[src/rtl/core/ordered_list_engine_defines.svh]
// Assertion macros shared by the list engine RTL.
// Included by files that carry concurrent checks; needs no package.
`ifndef ORDERED_LIST_ENGINE_DEFINES_SVH
`define ORDERED_LIST_ENGINE_DEFINES_SVH

// Check a consequence in the same cycle as its cause.
`define OLE_ASSERT_SAME(label, clk, rst_n, ante, cons, msg) \
    label: assert property (@(posedge clk) disable iff (!rst_n) (ante) |-> (cons)) \
        else $error(msg);

// Check a consequence in the cycle after its cause.
`define OLE_ASSERT_NEXT(label, clk, rst_n, ante, cons, msg) \
    label: assert property (@(posedge clk) disable iff (!rst_n) (ante) |=> (cons)) \
        else $error(msg);

`endif

[src/rtl/core/ole_pkg.sv]
// Shared types and constants of the ordered list engine.
// No dependencies; compiled before every other RTL file.
package ole_pkg;

    // Default sizes of the node pool
    localparam int CAPACITY_DEF   = 32;
    localparam int DATA_WIDTH_DEF = 32;

    // Fixed field widths of the command and result channels
    localparam int CMD_W  = 4;
    localparam int VAL_W  = 32;
    localparam int POS_W  = 7;
    localparam int STAT_W = 2;

    // Most results one read-all transaction produces
    localparam int MAX_OUT = 32;

    typedef enum logic [CMD_W-1:0] {
        CMD_INS_FRONT  = 4'd0,
        CMD_INS_BACK   = 4'd1,
        CMD_INS_BEFORE = 4'd2,
        CMD_INS_AFTER  = 4'd3,
        CMD_DEL_FRONT  = 4'd4,
        CMD_DEL_BACK   = 4'd5,
        CMD_DEL_KEY    = 4'd6,
        CMD_SEARCH     = 4'd7,
        CMD_READ_ALL   = 4'd8
    } t_cmd;

    typedef enum logic [STAT_W-1:0] {
        ST_OK        = 2'd0,
        ST_NOT_FOUND = 2'd1,
        ST_FULL      = 2'd2,
        ST_EMPTY     = 2'd3
    } t_status;

    typedef enum logic [2:0] {
        S_IDLE,
        S_WALK,
        S_ALLOC,
        S_ALLOC_WAIT,
        S_WR1,
        S_WR2,
        S_EMIT
    } t_state;

    typedef struct packed {
        t_status                   status;
        logic [POS_W-1:0]          position;
        logic signed [VAL_W-1:0]   item_value;
        logic                      last;
    } t_result;

endpackage

[src/rtl/core/ole_cmd_if.sv]
// Command channel of the list engine: valid/ready plus command payload.
// Depends on ole_pkg for field widths.
interface ole_cmd_if import ole_pkg::*;
();
    logic                    valid;
    logic                    ready;
    logic [CMD_W-1:0]        cmd;
    logic signed [VAL_W-1:0] new_value;
    logic signed [VAL_W-1:0] match_key;

    modport source (output valid, output cmd, output new_value, output match_key,
                    input ready);
    modport sink   (input valid, input cmd, input new_value, input match_key,
                    output ready);
endinterface

[src/rtl/core/ole_res_if.sv]
// Result channel of the list engine: valid/ready plus result payload.
// Depends on ole_pkg for field widths.
interface ole_res_if import ole_pkg::*;
();
    logic                    valid;
    logic                    ready;
    logic [STAT_W-1:0]       status;
    logic [POS_W-1:0]        position;
    logic signed [VAL_W-1:0] item_value;
    logic                    last;

    modport source (output valid, output status, output position, output item_value,
                    output last, input ready);
    modport sink   (input valid, input status, input position, input item_value,
                    input last, output ready);
endinterface

[src/rtl/core/ole_ram.sv]
// Generic simple dual-port RAM: one write port, one registered read port.
// Depends on ole_pkg for default sizes.
module ole_ram import ole_pkg::*; #(
    parameter int WIDTH = DATA_WIDTH_DEF,
    parameter int DEPTH = CAPACITY_DEF
) (
    input  logic                     i_clk,
    input  logic                     i_we,
    input  logic [$clog2(DEPTH)-1:0] i_waddr,
    input  logic [WIDTH-1:0]         i_wdata,
    input  logic                     i_re,
    input  logic [$clog2(DEPTH)-1:0] i_raddr,
    output logic [WIDTH-1:0]         o_rdata
);

    logic [WIDTH-1:0] r_mem [DEPTH];
    logic [WIDTH-1:0] r_rdata;

    // Write port
    always_ff @(posedge i_clk) begin
        if (i_we) begin
            r_mem[i_waddr] <= i_wdata;
        end
    end

    // Registered read; hold the last data while no read is issued
    always_ff @(posedge i_clk) begin
        if (i_re) begin
            r_rdata <= r_mem[i_raddr];
        end
    end

    assign o_rdata = r_rdata;

endmodule

[src/rtl/core/ole_out_reg.sv]
// Output register of the list engine: parts the sequencer from the result channel.
// Depends on ole_pkg (t_result) and ole_res_if.
module ole_out_reg import ole_pkg::*; (
    input  logic      i_clk,
    input  logic      i_rst_n,
    input  logic      i_push,
    input  t_result   i_result,
    output logic      o_ready,
    ole_res_if.source o_res
);

    logic    r_valid;
    t_result r_result;

    // Take a new result when empty or when the held one leaves this cycle
    assign o_ready = !r_valid || o_res.ready;

    // Track occupancy
    always_ff @(posedge i_clk) begin
        if (!i_rst_n) begin
            r_valid <= 1'b0;
        end else if (i_push) begin
            r_valid <= 1'b1;
        end else if (o_res.ready) begin
            r_valid <= 1'b0;
        end
    end

    // Load payload
    always_ff @(posedge i_clk) begin
        if (i_push) begin
            r_result <= i_result;
        end
    end

    assign o_res.valid      = r_valid;
    assign o_res.status     = r_result.status;
    assign o_res.position   = r_result.position;
    assign o_res.item_value = r_result.item_value;
    assign o_res.last       = r_result.last;

endmodule

[src/rtl/core/ole_ctrl.sv]
// Sequencer of the list engine: walks the linked node pool, allocates and frees slots.
// Depends on ole_pkg and ole_cmd_if; drives the value and link RAMs.
module ole_ctrl import ole_pkg::*; #(
    parameter int CAPACITY   = CAPACITY_DEF,
    parameter int DATA_WIDTH = DATA_WIDTH_DEF
) (
    input  logic                        i_clk,
    input  logic                        i_rst_n,
    ole_cmd_if.sink                     i_cmd,
    input  logic                        i_out_ready,
    output logic                        o_push,
    output t_result                     o_result,
    output logic [$clog2(CAPACITY)-1:0] o_raddr,
    output logic                        o_val_re,
    output logic                        o_link_re,
    input  logic [DATA_WIDTH-1:0]       i_val_rdata,
    input  logic [$clog2(CAPACITY)-1:0] i_link_rdata,
    output logic                        o_val_we,
    output logic [$clog2(CAPACITY)-1:0] o_val_waddr,
    output logic [DATA_WIDTH-1:0]       o_val_wdata,
    output logic                        o_link_we,
    output logic [$clog2(CAPACITY)-1:0] o_link_waddr,
    output logic [$clog2(CAPACITY)-1:0] o_link_wdata
);

    localparam int SW = $clog2(CAPACITY);
    localparam int CW = $clog2(CAPACITY + 1);

    // Control state
    t_state          r_state, n_state;
    logic [SW-1:0]   r_head, n_head;
    logic [SW-1:0]   r_free_head, n_free_head;
    logic [CW-1:0]   r_count, n_count;
    logic [CW-1:0]   r_fresh, n_fresh;

    // Transaction payload and walk position
    t_cmd            r_cmd, n_cmd;
    logic [DATA_WIDTH-1:0] r_nv, n_nv;
    logic [DATA_WIDTH-1:0] r_key, n_key;
    logic [SW-1:0]   r_cur, n_cur;
    logic [SW-1:0]   r_prev, n_prev;
    logic [SW-1:0]   r_cur_link, n_cur_link;
    logic [SW-1:0]   r_slot, n_slot;
    logic [SW-1:0]   r_idx, n_idx;
    t_status         r_status, n_status;
    logic [POS_W-1:0] r_pos, n_pos;

    // Decode helpers
    t_cmd                  in_cmd;
    logic                  in_known;
    logic                  in_is_ins;
    logic                  accept;
    logic signed [63:0]    nv_ext;
    logic signed [63:0]    key_ext;
    logic signed [63:0]    rd_ext;
    logic                  full;
    logic                  empty;
    logic                  one_left;
    logic                  recycled;
    logic                  r_is_ins;
    logic                  need2;
    logic                  match;
    logic                  at_end;
    logic                  read_last;
    logic                  walk_stop;
    logic                  walk_adv;
    logic                  want_push;

    assign in_cmd    = t_cmd'(i_cmd.cmd);
    assign in_known  = in_cmd inside {[CMD_INS_FRONT:CMD_READ_ALL]};
    assign in_is_ins = in_cmd inside {[CMD_INS_FRONT:CMD_INS_AFTER]};
    assign accept    = i_cmd.valid && i_cmd.ready;

    // Sign-extend the 32-bit fields, then cut to the stored width
    assign nv_ext  = 64'(i_cmd.new_value);
    assign key_ext = 64'(i_cmd.match_key);
    assign rd_ext  = 64'(signed'(i_val_rdata));

    assign full      = (r_count == CW'(CAPACITY));
    assign empty     = (r_count == '0);
    assign one_left  = (r_count == CW'(1));
    assign recycled  = (r_fresh != r_count);
    assign r_is_ins  = r_cmd inside {[CMD_INS_FRONT:CMD_INS_AFTER]};
    assign need2     = ((r_cmd == CMD_INS_BEFORE) && (r_idx != '0))
                    || (r_cmd == CMD_INS_AFTER)
                    || ((r_cmd == CMD_DEL_KEY) && (r_idx != '0));

    // Walk: read data belongs to r_cur at position r_idx
    assign match     = (i_val_rdata == r_key);
    assign at_end    = ((CW'(r_idx) + CW'(1)) == r_count);
    assign read_last = at_end || (POS_W'(r_idx) == POS_W'(MAX_OUT - 1));

    // Decide where the walk ends for each command
    always_comb begin
        case (r_cmd)
            CMD_INS_BACK, CMD_DEL_BACK: begin
                walk_stop = at_end;
            end
            CMD_INS_BEFORE, CMD_INS_AFTER, CMD_DEL_KEY, CMD_SEARCH: begin
                walk_stop = match || at_end;
            end
            CMD_READ_ALL: begin
                walk_stop = read_last;
            end
            default: begin
                walk_stop = 1'b1;
            end
        endcase
    end

    assign walk_adv = (r_state == S_WALK) && !walk_stop
                   && ((r_cmd != CMD_READ_ALL) || i_out_ready);

    // Next state
    always_comb begin
        n_state = r_state;
        case (r_state)
            S_IDLE: begin
                if (accept && in_known) begin
                    if (in_is_ins && full) begin
                        n_state = S_EMIT;
                    end else if (!(in_cmd == CMD_INS_FRONT || in_cmd == CMD_INS_BACK)
                                 && empty) begin
                        n_state = S_EMIT;
                    end else if (in_cmd == CMD_INS_FRONT
                                 || (in_cmd == CMD_INS_BACK && empty)) begin
                        n_state = S_ALLOC;
                    end else begin
                        n_state = S_WALK;
                    end
                end
            end
            S_WALK: begin
                case (r_cmd)
                    CMD_INS_BACK: begin
                        if (at_end) n_state = S_ALLOC;
                    end
                    CMD_DEL_BACK: begin
                        if (at_end) n_state = S_WR1;
                    end
                    CMD_DEL_FRONT: begin
                        n_state = S_WR1;
                    end
                    CMD_INS_BEFORE, CMD_INS_AFTER: begin
                        if (match) n_state = S_ALLOC;
                        else if (at_end) n_state = S_EMIT;
                    end
                    CMD_DEL_KEY: begin
                        if (match) n_state = S_WR1;
                        else if (at_end) n_state = S_EMIT;
                    end
                    CMD_SEARCH: begin
                        if (match || at_end) n_state = S_EMIT;
                    end
                    CMD_READ_ALL: begin
                        if (i_out_ready && read_last) n_state = S_IDLE;
                    end
                    default: begin
                        n_state = S_IDLE;
                    end
                endcase
            end
            S_ALLOC: begin
                n_state = recycled ? S_ALLOC_WAIT : S_WR1;
            end
            S_ALLOC_WAIT: begin
                n_state = S_WR1;
            end
            S_WR1: begin
                n_state = need2 ? S_WR2 : S_EMIT;
            end
            S_WR2: begin
                n_state = S_EMIT;
            end
            S_EMIT: begin
                if (i_out_ready) n_state = S_IDLE;
            end
            default: begin
                n_state = S_IDLE;
            end
        endcase
    end

    // Datapath and list bookkeeping
    always_comb begin
        n_head      = r_head;
        n_free_head = r_free_head;
        n_count     = r_count;
        n_fresh     = r_fresh;
        n_cmd       = r_cmd;
        n_nv        = r_nv;
        n_key       = r_key;
        n_cur       = r_cur;
        n_prev      = r_prev;
        n_cur_link  = r_cur_link;
        n_slot      = r_slot;
        n_idx       = r_idx;
        n_status    = r_status;
        n_pos       = r_pos;
        case (r_state)
            S_IDLE: begin
                if (accept) begin
                    n_cmd    = in_cmd;
                    n_nv     = nv_ext[DATA_WIDTH-1:0];
                    n_key    = key_ext[DATA_WIDTH-1:0];
                    n_cur    = r_head;
                    n_prev   = r_head;
                    n_idx    = '0;
                    n_pos    = '0;
                    n_status = (in_is_ins && full) ? ST_FULL : ST_EMPTY;
                end
            end
            S_WALK: begin
                if (walk_adv) begin
                    n_prev = r_cur;
                    n_cur  = i_link_rdata;
                    n_idx  = r_idx + SW'(1);
                end else if (walk_stop) begin
                    n_cur_link = i_link_rdata;
                    n_status   = match ? ST_OK : ST_NOT_FOUND;
                    n_pos      = match ? (POS_W'(r_idx) + POS_W'(1)) : '0;
                end
            end
            S_ALLOC: begin
                // Reuse a freed slot first, else take the next never-used one
                if (recycled) begin
                    n_slot = r_free_head;
                end else begin
                    n_slot  = r_fresh[SW-1:0];
                    n_fresh = r_fresh + CW'(1);
                end
            end
            S_ALLOC_WAIT: begin
                n_free_head = i_link_rdata;
            end
            S_WR1: begin
                n_status = ST_OK;
                n_pos    = '0;
                if (r_is_ins) begin
                    n_count = r_count + CW'(1);
                    if (r_cmd == CMD_INS_FRONT
                        || (r_cmd == CMD_INS_BACK && empty)
                        || (r_cmd == CMD_INS_BEFORE && r_idx == '0)) begin
                        n_head = r_slot;
                    end
                end else begin
                    n_count     = r_count - CW'(1);
                    n_free_head = r_cur;
                    if (r_cmd == CMD_DEL_FRONT
                        || (r_cmd == CMD_DEL_KEY && r_idx == '0)) begin
                        n_head = one_left ? '0 : r_cur_link;
                    end else if (r_cmd == CMD_DEL_BACK && one_left) begin
                        n_head = '0;
                    end
                end
            end
            default: begin
            end
        endcase
    end

    // Memory accesses, handshake and results
    always_comb begin
        i_cmd.ready  = (r_state == S_IDLE);
        o_raddr      = r_head;
        o_val_re     = 1'b0;
        o_link_re    = 1'b0;
        o_val_we     = 1'b0;
        o_val_waddr  = r_slot;
        o_val_wdata  = r_nv;
        o_link_we    = 1'b0;
        o_link_waddr = r_slot;
        o_link_wdata = r_cur;
        want_push    = 1'b0;
        o_result     = '{status: r_status, position: r_pos, item_value: '0, last: 1'b1};
        case (r_state)
            S_IDLE: begin
                // Start the walk at the head as the transaction is taken
                o_val_re  = accept;
                o_link_re = accept;
            end
            S_WALK: begin
                o_raddr   = i_link_rdata;
                o_val_re  = walk_adv;
                o_link_re = walk_adv;
                if (r_cmd == CMD_READ_ALL) begin
                    want_push = 1'b1;
                    o_result  = '{status: ST_OK, position: '0,
                                  item_value: rd_ext[VAL_W-1:0], last: read_last};
                end
            end
            S_ALLOC: begin
                o_raddr   = r_free_head;
                o_link_re = recycled;
            end
            S_WR1: begin
                o_val_we = r_is_ins;
                case (r_cmd)
                    CMD_INS_FRONT: begin
                        o_link_we    = 1'b1;
                        o_link_waddr = r_slot;
                        o_link_wdata = r_head;
                    end
                    CMD_INS_BACK: begin
                        o_link_we    = !empty;
                        o_link_waddr = r_cur;
                        o_link_wdata = r_slot;
                    end
                    CMD_INS_BEFORE: begin
                        o_link_we    = 1'b1;
                        o_link_waddr = r_slot;
                        o_link_wdata = r_cur;
                    end
                    CMD_INS_AFTER: begin
                        o_link_we    = 1'b1;
                        o_link_waddr = r_slot;
                        o_link_wdata = r_cur_link;
                    end
                    CMD_DEL_FRONT, CMD_DEL_BACK, CMD_DEL_KEY: begin
                        // Push the freed slot on the free chain
                        o_link_we    = 1'b1;
                        o_link_waddr = r_cur;
                        o_link_wdata = r_free_head;
                    end
                    default: begin
                    end
                endcase
            end
            S_WR2: begin
                case (r_cmd)
                    CMD_INS_BEFORE: begin
                        o_link_we    = 1'b1;
                        o_link_waddr = r_prev;
                        o_link_wdata = r_slot;
                    end
                    CMD_INS_AFTER: begin
                        o_link_we    = 1'b1;
                        o_link_waddr = r_cur;
                        o_link_wdata = r_slot;
                    end
                    CMD_DEL_KEY: begin
                        o_link_we    = 1'b1;
                        o_link_waddr = r_prev;
                        o_link_wdata = r_cur_link;
                    end
                    default: begin
                    end
                endcase
            end
            S_EMIT: begin
                want_push = 1'b1;
            end
            default: begin
            end
        endcase
        o_push = want_push && i_out_ready;
    end

    // Control registers
    always_ff @(posedge i_clk) begin
        if (!i_rst_n) begin
            r_state     <= S_IDLE;
            r_head      <= '0;
            r_free_head <= '0;
            r_count     <= '0;
            r_fresh     <= '0;
        end else begin
            r_state     <= n_state;
            r_head      <= n_head;
            r_free_head <= n_free_head;
            r_count     <= n_count;
            r_fresh     <= n_fresh;
        end
    end

    // Payload registers
    always_ff @(posedge i_clk) begin
        r_cmd      <= n_cmd;
        r_nv       <= n_nv;
        r_key      <= n_key;
        r_cur      <= n_cur;
        r_prev     <= n_prev;
        r_cur_link <= n_cur_link;
        r_slot     <= n_slot;
        r_idx      <= n_idx;
        r_status   <= n_status;
        r_pos      <= n_pos;
    end

endmodule

[src/rtl/core/ordered_list_engine.sv]
// Top level of the ordered list engine: sequencer, value and link RAMs, output register.
// Depends on ole_pkg, ole_cmd_if, ole_res_if, ole_ram, ole_ctrl, ole_out_reg.
//
//  Channel | Direction | Handshake   | Payload
//  i_cmd   | in        | valid/ready | cmd, new_value, match_key
//  o_res   | out       | valid/ready | status, position, item_value, last
//
// A list walk reads one node per cycle through the single read port of the link RAM
// and visits at most CAPACITY nodes; a stalled result channel holds a read-all walk
// and the emit of a result. Reset clears head, free chain head, entry count and fill
// count; slots are handed out in order from the fill count, so the RAMs need no
// clearing pass. A new command is taken while a result waits in the output register.
`include "ordered_list_engine_defines.svh"

module ordered_list_engine import ole_pkg::*; #(
    parameter int CAPACITY   = CAPACITY_DEF,
    parameter int DATA_WIDTH = DATA_WIDTH_DEF
) (
    input  logic      i_clk,
    input  logic      i_rst_n,
    ole_cmd_if.sink   i_cmd,
    ole_res_if.source o_res
);

    localparam int SW = $clog2(CAPACITY);

    logic                  out_ready;
    logic                  push;
    t_result               result;
    logic [SW-1:0]         raddr;
    logic                  val_re;
    logic                  link_re;
    logic [DATA_WIDTH-1:0] val_rdata;
    logic [SW-1:0]         link_rdata;
    logic                  val_we;
    logic [SW-1:0]         val_waddr;
    logic [DATA_WIDTH-1:0] val_wdata;
    logic                  link_we;
    logic [SW-1:0]         link_waddr;
    logic [SW-1:0]         link_wdata;

    // Sequencer
    ole_ctrl #(
        .CAPACITY   (CAPACITY),
        .DATA_WIDTH (DATA_WIDTH)
    ) u_ctrl (
        .i_clk        (i_clk),
        .i_rst_n      (i_rst_n),
        .i_cmd        (i_cmd),
        .i_out_ready  (out_ready),
        .o_push       (push),
        .o_result     (result),
        .o_raddr      (raddr),
        .o_val_re     (val_re),
        .o_link_re    (link_re),
        .i_val_rdata  (val_rdata),
        .i_link_rdata (link_rdata),
        .o_val_we     (val_we),
        .o_val_waddr  (val_waddr),
        .o_val_wdata  (val_wdata),
        .o_link_we    (link_we),
        .o_link_waddr (link_waddr),
        .o_link_wdata (link_wdata)
    );

    // Node values
    ole_ram #(
        .WIDTH (DATA_WIDTH),
        .DEPTH (CAPACITY)
    ) u_value_ram (
        .i_clk   (i_clk),
        .i_we    (val_we),
        .i_waddr (val_waddr),
        .i_wdata (val_wdata),
        .i_re    (val_re),
        .i_raddr (raddr),
        .o_rdata (val_rdata)
    );

    // Next links of list and free chain
    ole_ram #(
        .WIDTH (SW),
        .DEPTH (CAPACITY)
    ) u_link_ram (
        .i_clk   (i_clk),
        .i_we    (link_we),
        .i_waddr (link_waddr),
        .i_wdata (link_wdata),
        .i_re    (link_re),
        .i_raddr (raddr),
        .o_rdata (link_rdata)
    );

    // Result register
    ole_out_reg u_out_reg (
        .i_clk    (i_clk),
        .i_rst_n  (i_rst_n),
        .i_push   (push),
        .i_result (result),
        .o_ready  (out_ready),
        .o_res    (o_res)
    );

    // Checks
    `OLE_ASSERT_SAME(a_link_rw_apart, i_clk, i_rst_n, link_we, !link_re, "link RAM read during write")
    `OLE_ASSERT_SAME(a_val_read_with_link, i_clk, i_rst_n, val_re, link_re, "value read without link read")
    `OLE_ASSERT_SAME(a_push_has_room, i_clk, i_rst_n, push, out_ready, "result pushed into full register")
    `OLE_ASSERT_NEXT(a_busy_after_cmd, i_clk, i_rst_n, i_cmd.valid && i_cmd.ready && (i_cmd.cmd <= CMD_READ_ALL), !i_cmd.ready, "new transaction taken while busy")

endmodule

[src/flat_wrapper.sv]
// flat-port wrapper written by rule: the top's interface ports become plain ports
module ordered_list_engine_flat import ole_pkg::*;
#(
    parameter int CAPACITY   = CAPACITY_DEF,
    parameter int DATA_WIDTH = DATA_WIDTH_DEF
)
  (i_clk, i_rst_n, i_cmd_valid, i_cmd_cmd, i_cmd_new_value, i_cmd_match_key, i_cmd_ready, o_res_valid, o_res_status, o_res_position, o_res_item_value, o_res_last, o_res_ready);
  ole_cmd_if i_cmd_i ();
  ole_res_if o_res_i ();
  input  logic i_clk;
  input  logic i_rst_n;
  input wire logic [$bits(i_cmd_i.valid)-1:0] i_cmd_valid;
  input wire logic [$bits(i_cmd_i.cmd)-1:0] i_cmd_cmd;
  input wire logic [$bits(i_cmd_i.new_value)-1:0] i_cmd_new_value;
  input wire logic [$bits(i_cmd_i.match_key)-1:0] i_cmd_match_key;
  output wire logic [$bits(i_cmd_i.ready)-1:0] i_cmd_ready;
  output wire logic [$bits(o_res_i.valid)-1:0] o_res_valid;
  output wire logic [$bits(o_res_i.status)-1:0] o_res_status;
  output wire logic [$bits(o_res_i.position)-1:0] o_res_position;
  output wire logic [$bits(o_res_i.item_value)-1:0] o_res_item_value;
  output wire logic [$bits(o_res_i.last)-1:0] o_res_last;
  input wire logic [$bits(o_res_i.ready)-1:0] o_res_ready;
  assign i_cmd_i.valid = i_cmd_valid;
  assign i_cmd_i.cmd = i_cmd_cmd;
  assign i_cmd_i.new_value = i_cmd_new_value;
  assign i_cmd_i.match_key = i_cmd_match_key;
  assign i_cmd_ready = i_cmd_i.ready;
  assign o_res_valid = o_res_i.valid;
  assign o_res_status = o_res_i.status;
  assign o_res_position = o_res_i.position;
  assign o_res_item_value = o_res_i.item_value;
  assign o_res_last = o_res_i.last;
  assign o_res_i.ready = o_res_ready;
  ordered_list_engine #(.CAPACITY(CAPACITY), .DATA_WIDTH(DATA_WIDTH)) u_core (.i_clk(i_clk), .i_rst_n(i_rst_n), .i_cmd(i_cmd_i), .o_res(o_res_i));
endmodule
[config.mk]
export PLATFORM = sky130hd
export DESIGN_NAME = ordered_list_engine_flat
export DESIGN_NICKNAME = d
export VERILOG_FILES = /design/src/rtl/core/ole_pkg.sv /design/src/rtl/core/ole_cmd_if.sv /design/src/rtl/core/ole_res_if.sv /design/src/rtl/core/ole_ram.sv /design/src/rtl/core/ole_out_reg.sv /design/src/rtl/core/ole_ctrl.sv /design/src/rtl/core/ordered_list_engine.sv /design/src/flat_wrapper.sv
export VERILOG_INCLUDE_DIRS = /design/src /design/src/rtl/core
export SDC_FILE = /design/constraint.sdc
export NUM_CORES = 1
export LEC_CHECK = 0
export BUFFER_PORTS_ARGS = -buffer_cell sky130_fd_sc_hd__buf_2
export CORE_UTILIZATION = 33
export DETAILED_ROUTE_END_ITERATION = 16
export PLACE_DENSITY = 0.61
export SYNTH_ARGS = -nofsm -noshare
export SYNTH_HDL_FRONTEND = slang
export SYNTH_SLANG_ARGS = --single-unit
export TNS_END_PERCENT = 1
[constraint.sdc]
create_clock -name i_clk -period 4.2 [get_ports i_clk]
set_input_delay 0.84 -clock i_clk [delete_from_list [all_inputs] [get_ports i_clk]]
set_output_delay 0.84 -clock i_clk [all_outputs]
set_load 0.05 [all_outputs]
==> results of run 1 <==
## power groups by stage
stage          Combinational (mW)  Sequential [mW]  Clock, mW
2_1_floorplan                9.92             18.2          0
3_3_place_gp                 15.0             18.7          0
3_5_place_dp                 15.2             18.7          0
4_1_cts                      15.3             18.4       12.5
5_1_grt                      16.8             18.6       13.0
6_report                     15.6             18.5       12.3
## logic make-up (layout without fill, tap and decap cells)
kind of cell / Yosys count / count (layout) / share of synthesized area [%]
DFF: 1389 / 1389 / 74.3
adders and majority gates: 7 / 7 / 0.157
and+or+nand+nor: 1254 / 1254 / 10.9
buffers and inverters: 325 / 515 / 2.57
muxes: 18 / 18 / 0.339
xor gates and xnor gates: 55 / 55 / 0.888
other: 1 / 3 / 0.00672
AOI/OAI and AO/OA: 902 / 902 / 10.9
## state kept, by name, summed over array words and instances (netlist names), 2 cells and up
register / count
u_core.u_ctrl.r_head: 5
u_core.u_ctrl.r_key: 32
u_core.u_link_ram.r_mem: 160
u_core.u_value_ram.o_rdata: 32
u_core.u_ctrl.r_fresh: 6
u_core.u_out_reg.o_res.status: 2
u_core.u_ctrl.r_free_head: 5
u_core.u_out_reg.o_res.item_value: 32
u_core.u_ctrl.r_cur_link: 5
u_core.u_ctrl.r_prev: 5
u_core.u_ctrl.r_state: 3
u_core.u_ctrl.r_pos: 6
u_core.u_ctrl.r_count: 6
u_core.u_out_reg.o_res.position: 6
u_core.u_link_ram.o_rdata: 5
u_core.u_ctrl.r_cmd: 4
u_core.u_value_ram.r_mem: 1024
u_core.u_ctrl.r_cur: 5
u_core.u_ctrl.o_val_waddr: 5
u_core.u_ctrl.r_status: 2
u_core.u_ctrl.o_val_wdata: 32
u_core.u_ctrl.r_idx: 5
## synth_stat cells, types with 3 or more instances
cell type and n:
edfxtp_1 1363, nand2_1 598, and3_1 369, a211oi_1 340
a31oi_1 262, clkbuf_1 187, nor2_1 117, o22ai_1 117
buf_2 92, o21ai_0 88, xnor2_1 45, nor4_1 40
dfxtp_1 26, a21oi_1 25, nor2b_1 24, buf_4 20
nor3_1 19, nand2b_1 17, a22oi_1 15, nand4_1 15
inv_1 14, and2_1 13, nand3_1 12, mux2i_1 11
a311oi_1 9, xor2_1 9, buf_1 7, ha_1 7
mux2_2 7, a21o_1 6, o221ai_1 6, or2_2 6
or3_1 6, o21ai_1 5, nand3b_1 4, o21bai_1 4
a22o_1 3, buf_6 3, nor4b_1 3
## through the flow
stage | worst slack (ns) | util, % | instances | cell area, um2 | setup TNS, ns
finish | 0.233 | 38.5 | 6347 | 64400 | 0
global route | 0.114 | 38.5 | 6346 | 64400 | 0
CTS | 0.0730 | 38.4 | 6345 | 64400 | 0
detailed placement | -0.469 | 35.7 | 6085 | 59800 | -0.944
global placement | -0.612 | 35.7 | 6085 | 59800 | -2.56
floorplan | -0.268 | - | 3951 | 55800 | -29.82
## timing repair
action,CTS,global route
gates resized for setup,3,10
endpoints found under the setup margin,4,10
buffers inserted,0,0
cloned,0,0
## per-layer routing
layer  vias to the layer above  wire length (um)  share of wire (%)  track usage, %
met3                       263             14500                9.1            3.52
met1                     17800             67500                 42            25.7
met4                         6              3990                2.5            5.55
met5                         -                39              0.025               0
li1                      15600                 -                  -               -
met2                      1661             73000                 46            28.5
## layout make-up
| class | count | area (um2) |
|---|---|---|
| Clock buffer | 183 | 3790 |
| Antenna cell | 2 | 5.00 |
| Multi-Input combinational cell | 2237 | 13400 |
| Sequential cell | 1389 | 41400 |
| Timing Repair Buffer | 240 | 2280 |
| Inverter | 15 | 56.3 |
| Fill cell | 15400 | 103000 |
| Clock inverter | 77 | 713 |
| Tap cell | 2204 | 2760 |
## path summary, 6_finish.rpt
path	start	endpoint	slack (ns)	cells after the start
max	u_core.u_ctrl.r_state[1]	u_core.u_value_ram.o_rdata[6]	0.23	8
min	i_cmd_match_key[26]	u_core.u_ctrl.r_key[26]	0.23	1
max reg2reg	u_core.u_ctrl.r_state[1]	u_core.u_value_ram.o_rdata[6]	0.23	8
min reg2reg	u_core.u_ctrl.r_pos[3]	u_core.u_out_reg.o_res.position[3]	0.53	1
==> impl_metrics.csv, run 1 <==
group,metric,value,unit
synthesis,synth_edf_count,1363,
critical_path,required,4.66,ns
synthesis,dominantRegCellSynth,"edfxtp_1",
clock_tree,path_clk_slew,0.06,ns
floorplan,core_area,168000,um2
floorplan,dieWidth,413,um
sta,relSlewSlack,25.8,%
critical_path,cp-start-kind,"flip-flop",
floorplan,pin_count,116,
detailed_routing,ant_nets,0,
critical_path,cpPeakStageDelay,0.75,ns
detailed_routing,dr_total_vias,35300,
critical_path,crit_buf_inv,1,
power,combPwrFrac,33.7,%
synthesis,synthDistinctLibCells,71,
clock_tree,cts-root-buf,"clkbuf_16",
final_layout,layout_commonest_cell,"edfxtp_1",
power,p_sw_share,36.9,%
final_layout,syn2layout_area_growth,15.5,%
synthesis,synthTopCellsByArea,"edfxtp_1 73%, a211oi_1 4.6%, and3_1 4.1%, nand2_1 4.0%, a31oi_1 2.9%",
global_route,antenna_found_initial,12,
critical_path,crit_type,"flip-flop to flip-flop",
floorplan,floorplan.initialDensity,33.3,%
power,p_switching,17.2,mW
clock_tree,cts_buffer_depth,3,
detailed_routing,post_drt_wl_per_cell,25.1,um
synthesis,syn_area_per_cell,14.1,um2
detailed_routing,drt_iter0_drc,4429,
synthesis,synth_nets,4030,
sta,period_share,94.5,%
synthesis,ys_ff_latch,1389,
floorplan,die_h,413,um
worst_hold_path,hp-class,"input port to flip-flop",
synthesis,yosysSeqAreaShare,74.3,%
clock_tree,clock_latency,0.78,ns
critical_path,critical_path_peak_fanout,94,
clock_tree,h-tree-depth,4,
clock_tree,cts_made_buffers,143,
critical_path,worst_path_dominant_cell_family,"simple AND/OR/NAND/NOR gates",
flow_run,cap_violations,0,
power,p_leak,21.4,nW
placed_design,dp_hpwl,83300,um
clock_tree,cts_hold_buf,0,
global_route,grt_pass1_vias,33300,
placed_design,portBuffers,114,
sta,setup_violations,0,
critical_path,cp.arrival,4.43,ns
run_status,status,"finished, final reports clean",
synthesis,syn_inst,3951,
global_route,overflow,0,
sta,skew,0.0293,ns
power,cellPowerDensity,721,nW/um2
final_layout,drive_gt1_share,12.8,%
final_layout,final_cell_mix,"1363 x edfxtp_1, 594 x nand2_1, 369 x and3_1",
critical_path,crit_chain,"or3b_1, o22a_4, nand2_8, buf_12, a211oi_1, a31oi_1, o22ai_1, nor4_1",
detailed_routing,drc,0,
critical_path,crit_slowest_cell,"nor4_1",
detailed_routing,first_pass_iters,9,
power,finalPower,46.4,mW
global_route,grt_pass1_wl,230000,um
synthesis,synth_top_area_share,73.4,%
power,ir_drop,0.797,mV
clock_tree,cts_num_sinks,1389,
detailed_routing,routed_wl,159000,um
sta,max_freq,252,MHz
global_route,grtUsageTotal,18.3,%
synthesis,syn-cell-area,55800,um2
synthesis,synth_warnings,0,
synthesis,yosysTopAreaCell,"edfxtp_1",
power,power_frac_seq,39.8,%
sta,hold_violations,0,
synthesis,async_flop_share,0,%
power,internal_power,29.3,mW
clock_tree,tritoncts,"done",
critical_path,critPathCaptureType,"flip-flop",
global_route,grt_max_degree,179,
floorplan,die-area,171000,um2
floorplan,rows,150,
sta,slew_viol_final,0,
placed_design,globalplace.congestion,0.825,
detailed_routing,vias_per_cell,5.56,
sta,rsz0062_at_grt,"false",
sta,holdWs,0.235,ns
sta,fin_crit,3.97,ns
final_layout,nNetsFinal,4105,
power,clockPowerShare,26.5,%
sta,tightest_slew,1.11,ns
Power figures use the tool's default switching activity.
==> inputs of run 2 (changes only) <==
==> constraint.sdc (replaced) <==
create_clock -name i_clk -period 3.4 [get_ports i_clk]
set_input_delay 0.68 -clock i_clk [delete_from_list [all_inputs] [get_ports i_clk]]
set_output_delay 0.68 -clock i_clk [all_outputs]
set_load 0.05 [all_outputs]
==> run 2 against run 1 <==
Effect of this change:
- die area stayed put
- largest cell class unchanged
- total power is 25% higher
- combinational power is 28% higher
- routed wire length is 4.3% higher
- register-to-register slack worse by 0.15 ns
- critical path depth is 1 higher
- critical endpoint is now u_core.u_link_ram.r_mem[14][3]
==> impl_metrics.csv, run 2 (synthesis gave the netlist of run 1 again) <==
group,metric,value,unit
final_layout,layout_commonest_cell,"edfxtp_1",
critical_path,endpoint,"u_core.u_link_ram.r_mem[14][3]",
clock_tree,cts_num_sinks,1389,
detailed_routing,routed_wl,166000,um
placed_design,dp_hpwl,94500,um
power,p_leak,22.1,nW
critical_path,crit_type,"flip-flop to flip-flop",
critical_path,cp-start-kind,"flip-flop",
critical_path,critical_path_peak_fanout,13,
worst_hold_path,hp-class,"input port to flip-flop",
detailed_routing,post_drt_wl_per_cell,25.6,um
floorplan,floorplan.initialDensity,33.3,%
critical_path,reg2regPathDepth,9,
sta,skew,0.0360,ns
detailed_routing,first_pass_iters,7,
final_layout,stdcell_area,65600,um2
clock_tree,cts_hold_buf,0,
placed_design,place_ws,0.0246,ns
placed_design,globalplace.congestion,0.884,
floorplan,rows,150,
critical_path,rrSetupSlack,0.08,ns
global_route,overflow,0,
sta,holdWs,0.0652,ns
final_layout,final_cell_mix,"1363 x edfxtp_1, 594 x nand2_1, 369 x and3_1",
critical_path,r2r-end,"u_core.u_link_ram.r_mem[14][3]",
final_layout,largest_reg_flops,1024,
detailed_routing,drt_iter0_drc,4706,
clock_tree,cts_made_buffers,145,
critical_path,startpoint,"u_core.u_ctrl.r_state[1]",
final_layout,top_regs,"u_core.u_value_ram.r_mem: 1024 flops, u_core.u_link_ram.r_mem: 160 flops",
sta,setup_ws,0.0808,ns
critical_path,r2r_start,"u_core.u_ctrl.r_state[1]",
floorplan,die_h,413,um
sta,period_share,97.6,%
final_layout,n_antenna_cell,0,
sta,max_freq,301,MHz
sta,slew_viol_final,0,
sta,rsz0062_at_grt,"true",
final_layout,largest-register,"u_core.u_value_ram.r_mem",
global_route,grt_pass1_wl,236000,um
global_route,grtUsageTotal,18.9,%
power,ir_drop,0.698,mV
floorplan,pin_count,116,
placed_design,dpl_cell_area,61100,um2
global_route,antenna_found_initial,5,
detailed_routing,dr_total_vias,36200,
clock_tree,tritoncts,"done",
final_layout,nNetsFinal,4230,
clock_tree,cts_setup_buffers,0,
clock_tree,h-tree-depth,4,
sta,hold_violations,0,
critical_path,cp.arrival,3.76,ns
final_layout,utilization,39.2,%
detailed_routing,ant_nets,0,
power,cellPowerDensity,888,nW/um2
flow_run,cap_violations,0,
placed_design,portBuffers,114,
run_status,status,"finished, final reports clean",
final_layout,drive_gt1_share,15.1,%
detailed_routing,drc,0,
critical_path,critPathCaptureType,"flip-flop",
clock_tree,cts_buffer_depth,3,
final_layout,syn2layout_area_growth,17.6,%
floorplan,dieWidth,413,um
power,finalPower,58.3,mW
clock_tree,path_clk_slew,0.06,ns
sta,relSlewSlack,14.1,%
critical_path,required,3.84,ns
global_route,grt_max_degree,95,
floorplan,core_area,168000,um2
final_layout,fill_cells,15300,
sta,setup_violations,0,
clock_tree,cts-root-buf,"clkbuf_16",
detailed_routing,vias_per_cell,5.60,
floorplan,die-area,171000,um2
clock_tree,clock_latency,0.79,ns
global_route,grt_pass1_vias,34000,
sta,tightest_slew,1.29,ns
sta,fin_crit,3.32,ns
[run 2: cell count changes in the layout (fill, tap and decap cells not counted), sizes merged]
cell	delta
clkinvlp	-5
clkinv	+5
diode	-2
clkbuf	+2
inv	+3
buf	+123
bufinv	-2
[run 2: metrics by stage]
step	instances	setup TNS, ns
final	6471	0
after global routing	6471	-0.155
after CTS	6471	0
after detailed placement	6208	0
after global placement	6207	-0.948
after floorplan	3951	-171.62
[run 2: report_power, final]
group	switching, mW	leakage, nW	internal, mW
clock network	6.77	2.23	8.57
logic	12.8	7.33	7.12
registers	1.91	12.5	21.1
[run 2: final cells by class]
cell class	count	area (um2)	area share (%)
tap	2204	2760	4.20
sequential	1389	41500	63.2
clock buffer	185	3820	5.82
clock inverter	78	726	1.11
multi-input combinational	2237	13300	20.3
timing repair buffer	363	3490	5.31
inverter	15	56.3	0.0858
[run 2: how the worst min path moves through the flow]
stage | start | endpoint | slack (ns) | depth (start not counted)
finish | i_cmd_match_key[23] | u_core.u_ctrl.r_key[23] | 0.07 | 1
global route | i_cmd_match_key[28] | u_core.u_ctrl.r_key[28] | 0.04 | 1
CTS | i_cmd_match_key[4] | u_core.u_ctrl.r_key[4] | 0.02 | 1
detailed placement | u_core.u_ctrl.r_count[0] | u_core.u_ctrl.r_count[0] | 0.52 | 3
global placement | u_core.u_ctrl.r_fresh[4] | u_core.u_ctrl.r_fresh[4] | 0.51 | 2
floorplan | u_core.u_link_ram.o_rdata[0] | u_core.u_ctrl.r_cur_link[0] | 0.47 | 0
[run 2: what timing repair did]
item	in CTS	in global routing
endpoints found under the setup margin	1	38
cloned	0	0
pin swaps	0	0
resized for setup	1	5
[run 2: worst max-delay path: stages (launching register included)]
cell and delay [ns]:
dfxtp_1 0.39, buf_4 0.22, inv_1 0.21, nand2_1 0.14, buf_4 0.23, a2111oi_0 0.62, buf_4 0.22, and2_1 0.13
nand2_1 0.34, nor2_1 0.47
[run 2: routing by layer]
metal  vias to the layer above  global-route usage, %  share of wire [%]
met3                       273                   3.24                9.4
li1                      15800                      -                  -
met4                         2                   5.55                2.5
met5                         -                      0             0.0054
met2                      1907                   29.2                 46
met1                     18200                   27.2                 43
